### src/rtl/core/frr_pkg.sv
// frr_pkg: beat types, phase and error codes, and a bit-reverse helper for the
// framed response receiver. No dependencies.
package frr_pkg;

  localparam logic [7:0] PREAMBLE_BYTE = 8'h00;
  localparam logic [7:0] START_BYTE    = 8'hFF;
  localparam logic [7:0] DIR_TO_HOST   = 8'hD5;
  localparam logic [7:0] MIN_LENGTH    = 8'd3;
  localparam logic [7:0] HEADER_BYTES  = 8'd2;

  localparam int unsigned CFG_IDX_W = 2;
  localparam logic [CFG_IDX_W-1:0] CFG_EXPECTED_COMMAND = 2'd0;
  localparam logic [CFG_IDX_W-1:0] CFG_MAX_PAYLOAD      = 2'd1;
  localparam logic [CFG_IDX_W-1:0] CFG_REVERSE_BITS     = 2'd2;

  typedef enum logic [3:0] {
    ERR_NONE      = 4'd0,
    ERR_START     = 4'd1,
    ERR_LEN_CHECK = 4'd2,
    ERR_TOO_SHORT = 4'd3,
    ERR_DIRECTION = 4'd4,
    ERR_COMMAND   = 4'd5,
    ERR_TOO_LONG  = 4'd6,
    ERR_DATA_SUM  = 4'd7,
    ERR_POSTAMBLE = 4'd8
  } err_e;

  typedef enum logic [9:0] {
    PH_IDLE    = 10'b00_0000_0001,
    PH_START1  = 10'b00_0000_0010,
    PH_START2  = 10'b00_0000_0100,
    PH_LEN     = 10'b00_0000_1000,
    PH_LCS     = 10'b00_0001_0000,
    PH_DIR     = 10'b00_0010_0000,
    PH_CMD     = 10'b00_0100_0000,
    PH_PAYLOAD = 10'b00_1000_0000,
    PH_DCS     = 10'b01_0000_0000,
    PH_POST    = 10'b10_0000_0000
  } phase_e;

  typedef struct packed {
    logic [7:0] wire_byte;
    logic       frame_start;
  } in_beat_t;

  typedef struct packed {
    logic [7:0] payload_byte;
    logic       payload_valid;
    logic [7:0] payload_index;
    logic       frame_done;
    logic       frame_ok;
    err_e       error_code;
    logic [7:0] payload_length;
  } out_beat_t;

  function automatic logic [7:0] flip8(input logic [7:0] v);
    logic [7:0] r;
    for (int k = 0; k < 8; k++) begin
      r[7-k] = v[k];
    end
    return r;
  endfunction

endpackage

### src/rtl/core/framed_response_receiver.sv
// framed_response_receiver: byte-wide parser for length/checksum framed
// response frames, with an output register and a skid stage.
// Depends on frr_pkg.
//
// Usage: each input beat carries one wire byte and a frame_start flag that
// marks the preamble of a new frame. Every accepted beat yields exactly one
// output beat: a tentative payload byte with its index, or a frame verdict
// (frame_done, frame_ok, error_code, payload_length), or an all-zero beat
// for other bytes. Payload bytes are tentative until frame_done.
// Accepted bytes land in the output register, or in the skid stage while the
// output stalls. Throughput is one byte per cycle while in_stall_o is low, set
// by the single parser stage that updates phase, length, checksum and counter.
// The configuration port writes expected_command, max_payload and
// reverse_bits; write it only while no frame is in flight.
// Reset puts the parser in idle and clears both output stages; registers
// return to expected_command 0, max_payload 255, reverse_bits 1.
// When the receiver stalls, the output beat holds and one more input beat
// lands in the skid stage; after that in_stall_o goes high until the
// stalled output beat is taken.
module framed_response_receiver (
  input  logic                        clk_i,
  input  logic                        rst_ni,
  input  logic                        in_valid_i,
  output logic                        in_stall_o,
  input  frr_pkg::in_beat_t           in_beat_i,
  output logic                        out_valid_o,
  input  logic                        out_stall_i,
  output frr_pkg::out_beat_t          out_beat_o,
  input  logic                        cfg_we_i,
  input  logic [frr_pkg::CFG_IDX_W-1:0] cfg_index_i,
  input  logic [7:0]                  cfg_data_i
);
  import frr_pkg::*;

  logic [7:0] exp_cmd_q, max_pay_q;
  logic       rev_q;

  phase_e     phase_q, phase_d;
  logic [7:0] len_q, len_d;
  logic [7:0] sum_q, sum_d;
  logic [7:0] cnt_q, cnt_d;

  logic       out_valid_q, skid_valid_q;
  out_beat_t  out_q, skid_q, res;

  logic       in_acc, out_take;
  logic [7:0] b, sum_add, plen;
  err_e       err;

  assign in_stall_o  = skid_valid_q;
  assign in_acc      = in_valid_i && !skid_valid_q;
  assign out_take    = out_valid_q && !out_stall_i;
  assign out_valid_o = out_valid_q;
  assign out_beat_o  = out_q;

  always_ff @(posedge clk_i or negedge rst_ni) begin
    if (!rst_ni) begin
      exp_cmd_q <= 8'd0;
      max_pay_q <= 8'hFF;
      rev_q     <= 1'b1;
    end else if (cfg_we_i) begin
      unique case (cfg_index_i)
        CFG_EXPECTED_COMMAND: exp_cmd_q <= cfg_data_i;
        CFG_MAX_PAYLOAD:      max_pay_q <= cfg_data_i;
        CFG_REVERSE_BITS:     rev_q     <= cfg_data_i[0];
        default: ;
      endcase
    end
  end

  assign b       = rev_q ? flip8(in_beat_i.wire_byte) : in_beat_i.wire_byte;
  assign sum_add = sum_q + b;
  assign plen    = len_q - HEADER_BYTES;

  always_comb begin
    phase_d = phase_q;
    len_d   = len_q;
    sum_d   = sum_q;
    cnt_d   = cnt_q;
    err     = ERR_NONE;
    res     = '0;
    if (in_beat_i.frame_start) begin
      phase_d = PH_START1;
      len_d   = 8'd0;
      sum_d   = 8'd0;
      cnt_d   = 8'd0;
      if (b != PREAMBLE_BYTE) err = ERR_START;
    end else begin
      unique case (phase_q)
        PH_IDLE: ;
        PH_START1: begin
          if (b != PREAMBLE_BYTE) err = ERR_START;
          else phase_d = PH_START2;
        end
        PH_START2: begin
          if (b != START_BYTE) err = ERR_START;
          else phase_d = PH_LEN;
        end
        PH_LEN: begin
          len_d   = b;
          phase_d = PH_LCS;
        end
        PH_LCS: begin
          if (8'(len_q + b) != 8'd0) err = ERR_LEN_CHECK;
          else if (len_q < MIN_LENGTH) err = ERR_TOO_SHORT;
          else phase_d = PH_DIR;
        end
        PH_DIR: begin
          sum_d = sum_add;
          if (b != DIR_TO_HOST) err = ERR_DIRECTION;
          else phase_d = PH_CMD;
        end
        PH_CMD: begin
          sum_d = sum_add;
          if (b != 8'(exp_cmd_q + 8'd1)) err = ERR_COMMAND;
          else if (plen > max_pay_q) err = ERR_TOO_LONG;
          else phase_d = PH_PAYLOAD;
        end
        PH_PAYLOAD: begin
          sum_d             = sum_add;
          res.payload_valid = 1'b1;
          res.payload_byte  = b;
          res.payload_index = cnt_q;
          cnt_d             = cnt_q + 8'd1;
          if (cnt_d == plen) phase_d = PH_DCS;
        end
        PH_DCS: begin
          sum_d = sum_add;
          if (sum_add != 8'd0) err = ERR_DATA_SUM;
          else phase_d = PH_POST;
        end
        PH_POST: begin
          if (b != PREAMBLE_BYTE) begin
            err = ERR_POSTAMBLE;
          end else begin
            res.frame_done     = 1'b1;
            res.frame_ok       = 1'b1;
            res.payload_length = plen;
            phase_d            = PH_IDLE;
          end
        end
        default: phase_d = PH_IDLE;
      endcase
    end
    if (err != ERR_NONE) begin
      res.frame_done = 1'b1;
      phase_d        = PH_IDLE;
    end
    res.error_code = err;
  end

  always_ff @(posedge clk_i or negedge rst_ni) begin
    if (!rst_ni) begin
      phase_q <= PH_IDLE;
      len_q   <= 8'd0;
      sum_q   <= 8'd0;
      cnt_q   <= 8'd0;
    end else if (in_acc) begin
      phase_q <= phase_d;
      len_q   <= len_d;
      sum_q   <= sum_d;
      cnt_q   <= cnt_d;
    end
  end

  // output register plus one skid entry
  always_ff @(posedge clk_i or negedge rst_ni) begin
    if (!rst_ni) begin
      out_valid_q  <= 1'b0;
      skid_valid_q <= 1'b0;
    end else begin
      if (skid_valid_q) begin
        if (out_take) begin
          out_valid_q  <= 1'b1;
          skid_valid_q <= 1'b0;
        end
      end else if (in_acc) begin
        if (!out_valid_q || out_take) begin
          out_valid_q <= 1'b1;
        end else begin
          skid_valid_q <= 1'b1;
        end
      end else if (out_take) begin
        out_valid_q <= 1'b0;
      end
    end
  end

  always_ff @(posedge clk_i) begin
    if (skid_valid_q) begin
      if (out_take) out_q <= skid_q;
    end else if (in_acc) begin
      if (!out_valid_q || out_take) out_q <= res;
      else skid_q <= res;
    end
  end

endmodule

### config.mk
export PLATFORM = sky130hd
export DESIGN_NAME = framed_response_receiver
export DESIGN_NICKNAME = d
export VERILOG_FILES = /design/src/rtl/core/frr_pkg.sv /design/src/rtl/core/framed_response_receiver.sv
export SDC_FILE = /design/constraint.sdc
export NUM_CORES = 1
export LEC_CHECK = 0
export ABC_AREA = 1
export BUFFER_PORTS_ARGS = -buffer_cell sky130_fd_sc_hd__buf_2
export CORE_MARGIN = 1.5
export CORE_UTILIZATION = 50
export CTS_CLUSTER_SIZE = 10
export DETAILED_ROUTE_END_ITERATION = 10
export PLACE_DENSITY = 0.69
export SYNTH_ARGS = -nofsm -noshare
export SYNTH_HDL_FRONTEND = slang
export SYNTH_SLANG_ARGS = --single-unit
### constraint.sdc
create_clock -name clk_i -period 3.9 [get_ports clk_i]
set_input_delay 0.195 -clock clk_i [delete_from_list [all_inputs] [get_ports clk_i]]
set_output_delay 0.195 -clock clk_i [all_outputs]
set_load 0.005 [all_outputs]
======== Word-level counts from Yosys, hierarchy flattened ========
Cells that the tools add are included.
storage, ports and cells
  register bits after elaboration ......... 115
  input bits .............................. 24
  output and inout bits ................... 33
  word-level logic and storage cells ...... 141
cells by class
  add/sub/neg operators ................... 5
  $lt $le $gt $ge ......................... 2
  eq/ne operators ......................... 29
  muxes and demuxes ....................... 52
  bitwise logic cells ..................... 2
  reductions and logical operators ........ 28
operators with widths
  kind                                                                    number
  31-bit 2-to-1 mux                                                       4
  10-bit 2-to-1 mux                                                       12
  10-bit case mux with 10 select lines                                    1
  8-bit 2-to-1 mux                                                        10
  4-bit != test, second input constant                                    10
  4-bit case mux with 7 select lines                                      1
  8-bit nonzero test                                                      3
  19-bit 2-to-1 mux                                                       1
  17-bit 2-to-1 mux                                                       1
  8-bit by 1-bit adder with 8-bit output, second input constant           2
  8-bit adder                                                             2
  8-bit != test, second input constant                                    2
  1-bit 2-to-1 mux                                                        12
  3-bit 2-to-1 mux                                                        4
  12-bit AND reduction                                                    1
  2-bit AND reduction                                                     6
  2-bit nonzero test                                                      6
  10-bit by 1-bit equality test with 1-bit output, second input constant  1
  10-bit equality test, second input constant                             1
  10-bit by 2-bit equality test with 1-bit output, second input constant  1
  10-bit by 3-bit equality test with 1-bit output, second input constant  1
  10-bit by 4-bit equality test with 1-bit output, second input constant  1
  10-bit by 5-bit equality test with 1-bit output, second input constant  1
  10-bit by 6-bit equality test with 1-bit output, second input constant  1
  other kinds (23)                                                        33

======== Logic depth before layout (Yosys ltp) ========
Gate-level depths: netlist of run 1.
  depth after elaboration ................. 11
  depth in mapped cells ................... 24
  mapped depth without buffers ............ 24

======== Least setup slack after synthesis of run 1 ========
OpenSTA, ideal clock, no wires.
  path type ............................... flip-flop to flip-flop
  start point ............................. register rev_q
  end point ............................... register out_q, in the netlist out_beat_o[13] (data pin)
  setup time .............................. 0.268 ns
  data arrival time ....................... 2.877 ns
  required time ........................... 3.632 ns
  slack ................................... 0.755 ns
  stages on the path, launching flop included .. 22
  buffers on the path ..................... 0
  clock period less this slack ............ 3.145 ns
  cells stage by stage .................... dfstp_2 -> inv_2 -> nand2_1 -> nand2_1 -> inv_1 -> ha_1 -> inv_1 -> fa_1 -> inv_1 -> or2_2 -> nor2_1 -> nand3_1 -> nor2_1 -> nand2_1 -> nand2_1 -> nand2_1 -> nor2_1 -> nor2_2 -> nor2_4 -> nand2_2 -> inv_1 -> a31oi_1
between the ends
  word-level cells in the longest chain between the ends .. 11
  elaborated cells on any way between the ends .. 26
  those cells by class .................... add/sub (2); eq/ne (3); mux (17); reduce/logical (4)
RTL lines
  what                                                  RTL line                                                          RTL
  start, declared                                       framed_response_receiver.sv:36                                    logic rev_q;
  start signal, assigned                                framed_response_receiver.sv:65                                    CFG_REVERSE_BITS: rev_q <= cfg_data_i[0];
  8-bit 2-to-1 mux (*)                                  framed_response_receiver.sv:71                                    assign b = rev_q ? flip8(in_beat_i.wire_byte) : in_beat_i.wire_byte;
  8-bit adder, on equally long branches                 framed_response_receiver.sv:72, framed_response_receiver.sv:104
  8-bit nonzero test, on equally long branches          framed_response_receiver.sv:129, framed_response_receiver.sv:104
  3-bit 2-to-1 mux or 2-bit 2-to-1 mux (tied branches)  framed_response_receiver.sv:129, framed_response_receiver.sv:104
  4-bit case mux with 7 select lines (*)                framed_response_receiver.sv:89                                    unique case (phase_q)
  4-bit 2-to-1 mux (*)                                  framed_response_receiver.sv:82                                    if (in_beat_i.frame_start) begin
  via err[1]                                            framed_response_receiver.sv:48                                    err_e err;
  4-bit nonzero test (*)                                framed_response_receiver.sv:145                                   if (err != ERR_NONE) begin
  1-bit 2-to-1 mux (*)                                  framed_response_receiver.sv:145
  31-bit 2-to-1 mux (*)                                 framed_response_receiver.sv:193                                   if (!out_valid_q || out_take) out_q <= res;
  31-bit 2-to-1 mux (*)                                 framed_response_receiver.sv:192                                   end else if (in_acc) begin
  31-bit 2-to-1 mux (*)                                 framed_response_receiver.sv:190                                   if (skid_valid_q) begin
  end signal, assigned                                  framed_response_receiver.sv:191                                   if (out_take) out_q <= skid_q;
  end signal, assigned                                  framed_response_receiver.sv:193
  end, declared                                         framed_response_receiver.sv:44                                    out_beat_t out_q, skid_q, res;
The timed path passes the listed nets; every way through them passes the cells marked *. The select of a mux whose other input is x is not followed.
A chain may end at the register's enable or synchronous reset.

======== Worst setup path after layout of run 1 ========
Ends and elaborated chain as after synthesis.

==> results.txt, run 1 <==
----------------------------------------------------
[Worst setup path]
  Most prevalent standard cell on the critical path ... nand2_1
  Endpoint of the most critical register-to-register path ... out_beat_o[13]
  Data required, critical path ... between 4000 and 5000 ps
  Crit-path max cell delay ... between 600 and 700 ps
  Crit path DAT ... approximately 3700 ps
  Critical path endpoint category ... register
  CP max stage cell ... dfstp_2
  Worst path cell trace ... inv_2 > nand2_1 > nand2_1 > inv_1 > ha_1 > inv_1 > fa_1 > inv_1 > or2_2 > nor2_1 > nand3_1 > nor2_1 > nand2_1 > nand2_1 > nand2_1 > nor2_1 > nor2_2 > nor2_4 > nand2_2 > inv_1 > a31oi_1
  Maximum fanout along the worst path ... 7
  Start-to-end type of the worst setup path ... reg -> reg
  Worst setup SP type ... register
  R2r startpoint ... rev_q
  Depth of the worst register-to-register path ... 21
  Reg2Reg Setup Slack ... roughly 340 ps

[Drt]
  Length of routed met2 wiring ... 7370 microns
  Starting DRC count in detailed routing ... ~420
  Met3 routed wirelength ... ~830 microns
  Average detailed-routed wire length per instance ... 14.2 microns
  Number of routed nets with antenna violations ... 0
  Number of search-and-repair iterations in the first detailed-routing pass ... 5
  Total wire length ... ~16000 microns
  Metal-1 WL ... about 7400 microns
  Vias after detailed routing ... slightly below 6000
  Uppermost layer routed ... met4
  Avg Vias per Cell ... 5.12
  # DRC ... 0

[Clock tree]
  Worst-skew pair later-pin latency ... ~420 ps
  CTS tree ... built
  Cells resized by post-CTS repair ... 0
  Clock transition at the registers of the reported paths ... about 60 ps
  H-Tree Level Count ... 4
  Total clock sinks ... 115
  Number of buffers created by CTS ... 17
  Number of buffers inserted by post-CTS setup repair ... 0
  CTS Root Buffer Type ... clkbuf_16
  Maximum clock insertion buffer count ... 2

[Layout]
  P&R area growth vs syn ... 17.6%
  Leading cell types in the layout, fill and taps excluded ... nand2_1, inv_1, nor2_1
  Final nets ... ~1000
  Antenna cell count ... 0
  Most common library cell in the layout ignoring fill and taps ... nand2_1
  Fraction of final layout cells with drive strength greater than 1 ... about 15%
  Non-filler instance count after layout ... approximately 1100
  Design Area, Final ... ~0.0080 sq mm
  Final Core Density ... 60.4%

[Die]
  Number of primary I/O pins ... 57
  Die outline width ... ~120 microns
  Total core area ... between 0.01 and 0.015 sq mm
  Starting Density ... ~51%
  Die footprint ... between 0.01 and 0.015 sq mm
  Cell row count ... 42
  Die Span Y ... 120 microns

[STA]
  Highest clock rate ... around 280 MHz
  Final count of hold timing violations ... 0
  Max_slew headroom ... between 40 and 50%
  Final critical-path required period ... approximately 3600 ps
  Number of failing setup endpoints in the final timing report ... 0
  Final total negative setup slack ... 0 ps
  Final-layout worst hold slack ... between 20 and 30 ps
  Slew at the pin closest to its max-slew limit ... between 700 and 800 ps
  RSZ-0062 raised after global routing ... false
  Max-slew violation count ... 0
  Worst Skew ... between 6 and 7 ps
  Setup WS post-layout ... roughly 340 ps
  Post-route fraction of the period consumed by the critical path ... around nine tenths

[Synthesis]
  Average cell area after synthesis ... 7.81 sq um
  Flop and latch count out of synthesis ... between 100 and 150
  Gate Count Post-Synth ... just under 900
  Netlist area before placement ... between 0.006 and 0.007 sq mm
  Yosys warning total ... 0
  Yosys cell types ... ~40
  Net count of the mapped netlist ... 922
  Register area share after synthesis ... a little under half

[Global route]
  Combined global-route utilization of all metal layers ... between 20% and 30%
  Initial antenna violation count ... 0
  Maximum number of pins on one net before global-route repair ... 39
  Via count of the first global-routing pass ... roughly 5500
  Wire length of the first global-routing pass ... about 27000 microns
  GRT Residual Overflow ... 0

[Hold path]
  Number of instances on the worst hold path ... 3
  Worst Hold Path EP ... max_pay_q[3]
  Worst hold path type ... in -> reg
  Min-delay src ... cfg_data_i[3]

[Power]
  Total power divided by cell area ... between 500 and 600 mW/mm^2
  Max VDD drop ... roughly 0.29 mV
  Sum of internal, switching and leakage power ... approximately 4.7 mW
  Leak Pwr ... 3.98 nW

[Outcome]
  Status ... finished clean

[Run]
  Number of max-cap violations ... 0

[Place]
  GPL Wtd Cong ... slightly above 0.9
  DP HPWL ... 11800 microns
  Dpl ws ... between 300 and 400 ps
  I/O Buffers ... 56
  Dpl cells ... roughly 1100
  Instance area after placement ... between 0.007 and 0.008 sq mm

----------------------------------------------------
[where the power goes]
group          internal [mW]  total, mW  switching [mW]
logic                  0.416       1.23           0.812
clock network           1.18       1.74           0.557
registers               1.61       1.72           0.113
[critical path: cells and delay by family, from the launching register on]
kind            cells  cell delay [ps]
compound gates      1               80
fa+ha+maj           2              690
simple gates       13             1450
buf+inv             5              460
flops               1              610
[logic make-up (layout without fill, tap and decap cells)]
family                   Yosys count  count (layout)  share of synthesized area, %
AO/OA/AOI/OAI                     70              70                          6.48
XOR/XNOR                          15              15                          1.93
adder cells (fa/ha/maj)           27              27                          5.19
AND/OR/NAND/NOR                  500             500                          31.3
buffers and inverters            144             227                          8.08
flip-flops                       115             115                          47.1
[state kept, by name, indices dropped and copies added, names as in the netlist]
signal       cells
sum_q            8
out_beat_o      31
len_q            8
out_valid_o      1
in_stall_o       1
phase_q         10
max_pay_q        8
skid_q          31
exp_cmd_q        8
cnt_q            8
rev_q            1
[per-layer routing]
layer,track usage [%],up-vias
met5,0,-
met4,9.90,0
met3,5.61,35
met2,39.0,152
met1,31.2,2638
li1,-,2958
[worst max-delay path by stage]
stage,endpoint,slack (ps),from,depth (start not counted)
floorplan,out_beat_o[13],750,rev_q,21
global route,out_beat_o[13],20,rev_q,21
detailed placement,out_beat_o[13],380,rev_q,21
finish,out_beat_o[13],340,rev_q,21
global placement,out_beat_o[13],460,rev_q,21
CTS,out_beat_o[13],360,rev_q,21
[Yosys cell counts, drive strengths merged]
master / number / area share, %
o31ai: 3 / 0.33
edfxtp: 62 / 27
xor2: 13 / 1.7
clkbuf: 13 / 0.72
nor2: 86 / 4.9
ha: 25 / 4.6
inv: 124 / 6.8
nand3b: 2 / 0.22
a32o: 8 / 1.2
o22ai: 6 / 0.55
nor4: 3 / 0.28
dfstp: 10 / 3.9
or2: 4 / 0.37
dfrtp: 43 / 16
fa: 2 / 0.59
a21oi: 13 / 1.1
clkinv: 3 / 0.17
o21ai: 36 / 2.9
nand4: 26 / 2.4
nand3: 67 / 5.4
xnor2: 2 / 0.26
nor3: 6 / 0.44
and3: 1 / 0.092
o211ai: 1 / 0.11
a21o: 1 / 0.11
a31oi: 1 / 0.092
buf: 4 / 0.35
o21bai: 1 / 0.11
nand2: 305 / 17
[layout make-up]
type | instances | area, sq um
repair buffers | 68 | 373
well taps | 176 | 220
clock inverters | 12 | 201
multi-input cells | 612 | 3060
flip-flops and latches | 115 | 3200
clock buffers | 20 | 467
inverters | 127 | 477
fillers | 1216 | 5250
[timing repair]
action / in CTS / in global routing
endpoints found under the setup margin: 0 / 0
endpoints found under the hold margin: 16 / 0
hold buffers: 1 / 0
No activity file was read; power rests on OpenSTA's default activity.
==> run 2: changes to the inputs <==
Settings changed: CTS_BUF_LIST set to sky130_fd_sc_hd__clkbuf_4 sky130_fd_sc_hd__clkbuf_8.
==> run 2 against run 1 <==
Sequential share of layout area is 0.67 points higher. Cell count increased by 0.53%. Non-clock buffer count up 6. First-iteration DRC count is 14% higher. Count of clock-buffer cells in the layout unchanged. Power down 9.3%. Register-to-register slack is essentially flat. Utilization shrank 0.99 points. Sequential power hardly changed. Via count stayed put. Sequential cell count is the same. Critical path type unchanged. Critical endpoint unchanged. Largest cell class unchanged.
==> results.txt, run 2 (synthesis gave the netlist of run 1 again) <==
----------------------------------------------------
[Clock tree]
  CTS Root Buffer Type ... clkbuf_8
  CTS tree ... built
  H-Tree Level Count ... 4
  Maximum clock insertion buffer count ... 2
  Worst-skew pair later-pin latency ... between 400 and 500 ps
  Number of buffers inserted by post-CTS setup repair ... 0
  Total clock sinks ... 115
  Clock transition at the registers of the reported paths ... approximately 80 ps
  Number of buffers created by CTS ... 17

[Worst setup path]
  Maximum fanout along the worst path ... 7
  Worst path cell trace ... inv_2 > nand2_1 > nand2_1 > inv_1 > ha_1 > inv_1 > fa_1 > inv_1 > or2_2 > nor2_1 > nand3_1 > nor2_1 > nand2_1 > nand2_1 > nand3_1 > nand2_1 > nand2_1 > nor2_4 > nand2_2 > inv_1 > a31oi_1
  Crit path DAT ... 3750 ps
  CP max stage cell ... dfstp_2
  Worst setup SP type ... register
  Crit-path leading delay family ... simple AND/OR/NAND/NOR gates
  Critical path endpoint category ... register
  Crit-path max cell delay ... approximately 620 ps
  Data required, critical path ... about 4100 ps
  Start-to-end type of the worst setup path ... reg -> reg
  Critical path buffer and inverter count ... 5
  Most prevalent standard cell on the critical path ... nand2_1

[STA]
  Worst Skew ... approximately 11 ps
  Post-route fraction of the period consumed by the critical path ... between 90% and 100%
  Final total negative setup slack ... 0 ps
  Final critical-path required period ... roughly 3600 ps
  Final count of hold timing violations ... 0
  Number of failing setup endpoints in the final timing report ... 0
  Max-slew violation count ... 0
  Max_slew headroom ... 47.7%
  RSZ-0062 raised after global routing ... false
  Final-layout worst hold slack ... roughly 34 ps
  Slew at the pin closest to its max-slew limit ... approximately 780 ps
  Setup WS post-layout ... 330 ps
  Highest clock rate ... between 200 and 300 MHz

[Power]
  Power spent charging and discharging nets ... 1.42 mW
  Sequential share of power ... roughly two fifths
  Leak Pwr ... roughly 3.9 nW
  Max VDD drop ... about 0.23 mV
  Net Sw Frac ... about a third
  Total power divided by cell area ... around 540 mW/mm^2
  Combinational Power Share ... 28.9%
  P_int ... between 2 and 3 mW
  Sum of internal, switching and leakage power ... approximately 4.3 mW
  Clock power share ... 30.8%

[Die]
  Die Span Y ... 120 microns
  Cell row count ... 42
  Total core area ... ~0.013 sq mm
  Starting Density ... about 51%
  Die footprint ... between 0.01 and 0.015 sq mm
  Die outline width ... ~120 microns
  Number of primary I/O pins ... 57

[Drt]
  Number of routed nets with antenna violations ... 0
  # DRC ... 0
  Total wire length ... between 15000 and 20000 microns
  Vias after detailed routing ... 5783
  Average detailed-routed wire length per instance ... between 10 and 15 microns
  Starting DRC count in detailed routing ... approximately 480
  Number of search-and-repair iterations in the first detailed-routing pass ... 6
  Avg Vias per Cell ... approximately 5.1

[Place]
  Dpl ws ... between 300 and 400 ps
  DP HPWL ... 11800 microns
  I/O Buffers ... between 50 and 60
  GPL Wtd Cong ... a little over 0.9

[Layout]
  P&R area growth vs syn ... 15.6%
  Final Core Density ... about three fifths
  Fraction of final layout cells with drive strength greater than 1 ... between 10% and 20%
  Most common library cell in the layout ignoring fill and taps ... nand2_1
  Sequential cell area in the final layout ... approximately 0.0032 sq mm
  Final nets ... roughly 1000
  Filler Cell Count ... between 1000 and 1500
  Area taken by multi-input logic gates ... 0.00306 sq mm
  Antenna cell count ... 0
  Leading cell types in the layout, fill and taps excluded ... nand2_1, inv_1, nor2_1

[Global route]
  Via count of the first global-routing pass ... between 5000 and 6000
  GRT Residual Overflow ... 0
  Initial antenna violation count ... 0
  Combined global-route utilization of all metal layers ... 23.8%
  Maximum number of pins on one net before global-route repair ... 39
  Wire length of the first global-routing pass ... 26600 microns

[Outcome]
  Status ... finished clean

[Run]
  Number of max-cap violations ... 0

[Hold path]
  Worst hold path type ... in -> reg

----------------------------------------------------
## run 2: cell types whose count changed in the layout (fill, tap and decap cells not counted), sizes merged
cell	before	now
dlygate4sd3	1	7
## run 2: power by group through the flow
stage,combinational (mW),clock (mW),sequential [mW]
after global placement,1.22,0,1.73
after global routing,1.41,1.38,1.74
after CTS,1.24,1.33,1.72
after detailed placement,1.23,0,1.74
final,1.23,1.31,1.71
after floorplan,0.826,0,1.74
## run 2: worst paths after layout
kind | startpoint | endpoint | slack (ps) | cells after the start
setup / recovery | rev_q | out_beat_o[13] | 330 | 21
hold / removal | cfg_we_i | rev_q | 30 | 3
setup reg to reg | rev_q | out_beat_o[13] | 330 | 21
hold reg to reg | phase_q[0] | phase_q[0] | 480 | 2
max in group asynchronous | rst_ni | max_pay_q[4] | 2790 | 3
min in group asynchronous | rst_ni | sum_q[7] | 240 | 2
## run 2: worst register-to-register path, delay by kind of cell (launching register included)
| kind | cells | cell delay, ps |
|---|---|---|
| and+or+nand+nor | 13 | 1450 |
| adders and majority gates | 2 | 690 |
| DFF | 1 | 620 |
| buffers and inverters | 5 | 460 |
| AOI/OAI and AO/OA | 1 | 80 |
## run 2: per-layer routing
| metal | share of wire (%) | wire (microns) | GRT usage, % |
|---|---|---|---|
| met5 | 0 | 0 | 0 |
| met2 | 46 | 7300 | 38.5 |
| met4 | 2.5 | 391 | 10.0 |
| met1 | 47 | 7460 | 31.5 |
| met3 | 4.6 | 735 | 4.42 |
## run 2: final cells by class
type,instances,share of cell area (%)
multi-input cells,612,38.9
clock inverters,12,2.56
well taps,176,2.80
inverters,127,6.06
repair buffers,74,5.51
flip-flops and latches,115,40.7
clock buffers,20,3.50
## run 2: repair_timing
| item | in CTS | in global routing |
|---|---|---|
| hold endpoints to repair | 23 | 0 |
| resized for setup | 0 | 0 |
| hold buffers | 7 | 0 |
## run 2: metrics by stage
stage,cell area (sq um),std cells
2_1_floorplan,6800,871
3_3_place_gp,7320,1097
3_5_place_dp,7320,1097
4_1_cts,7860,1136
5_1_grt,7860,1136
6_report,7860,1136
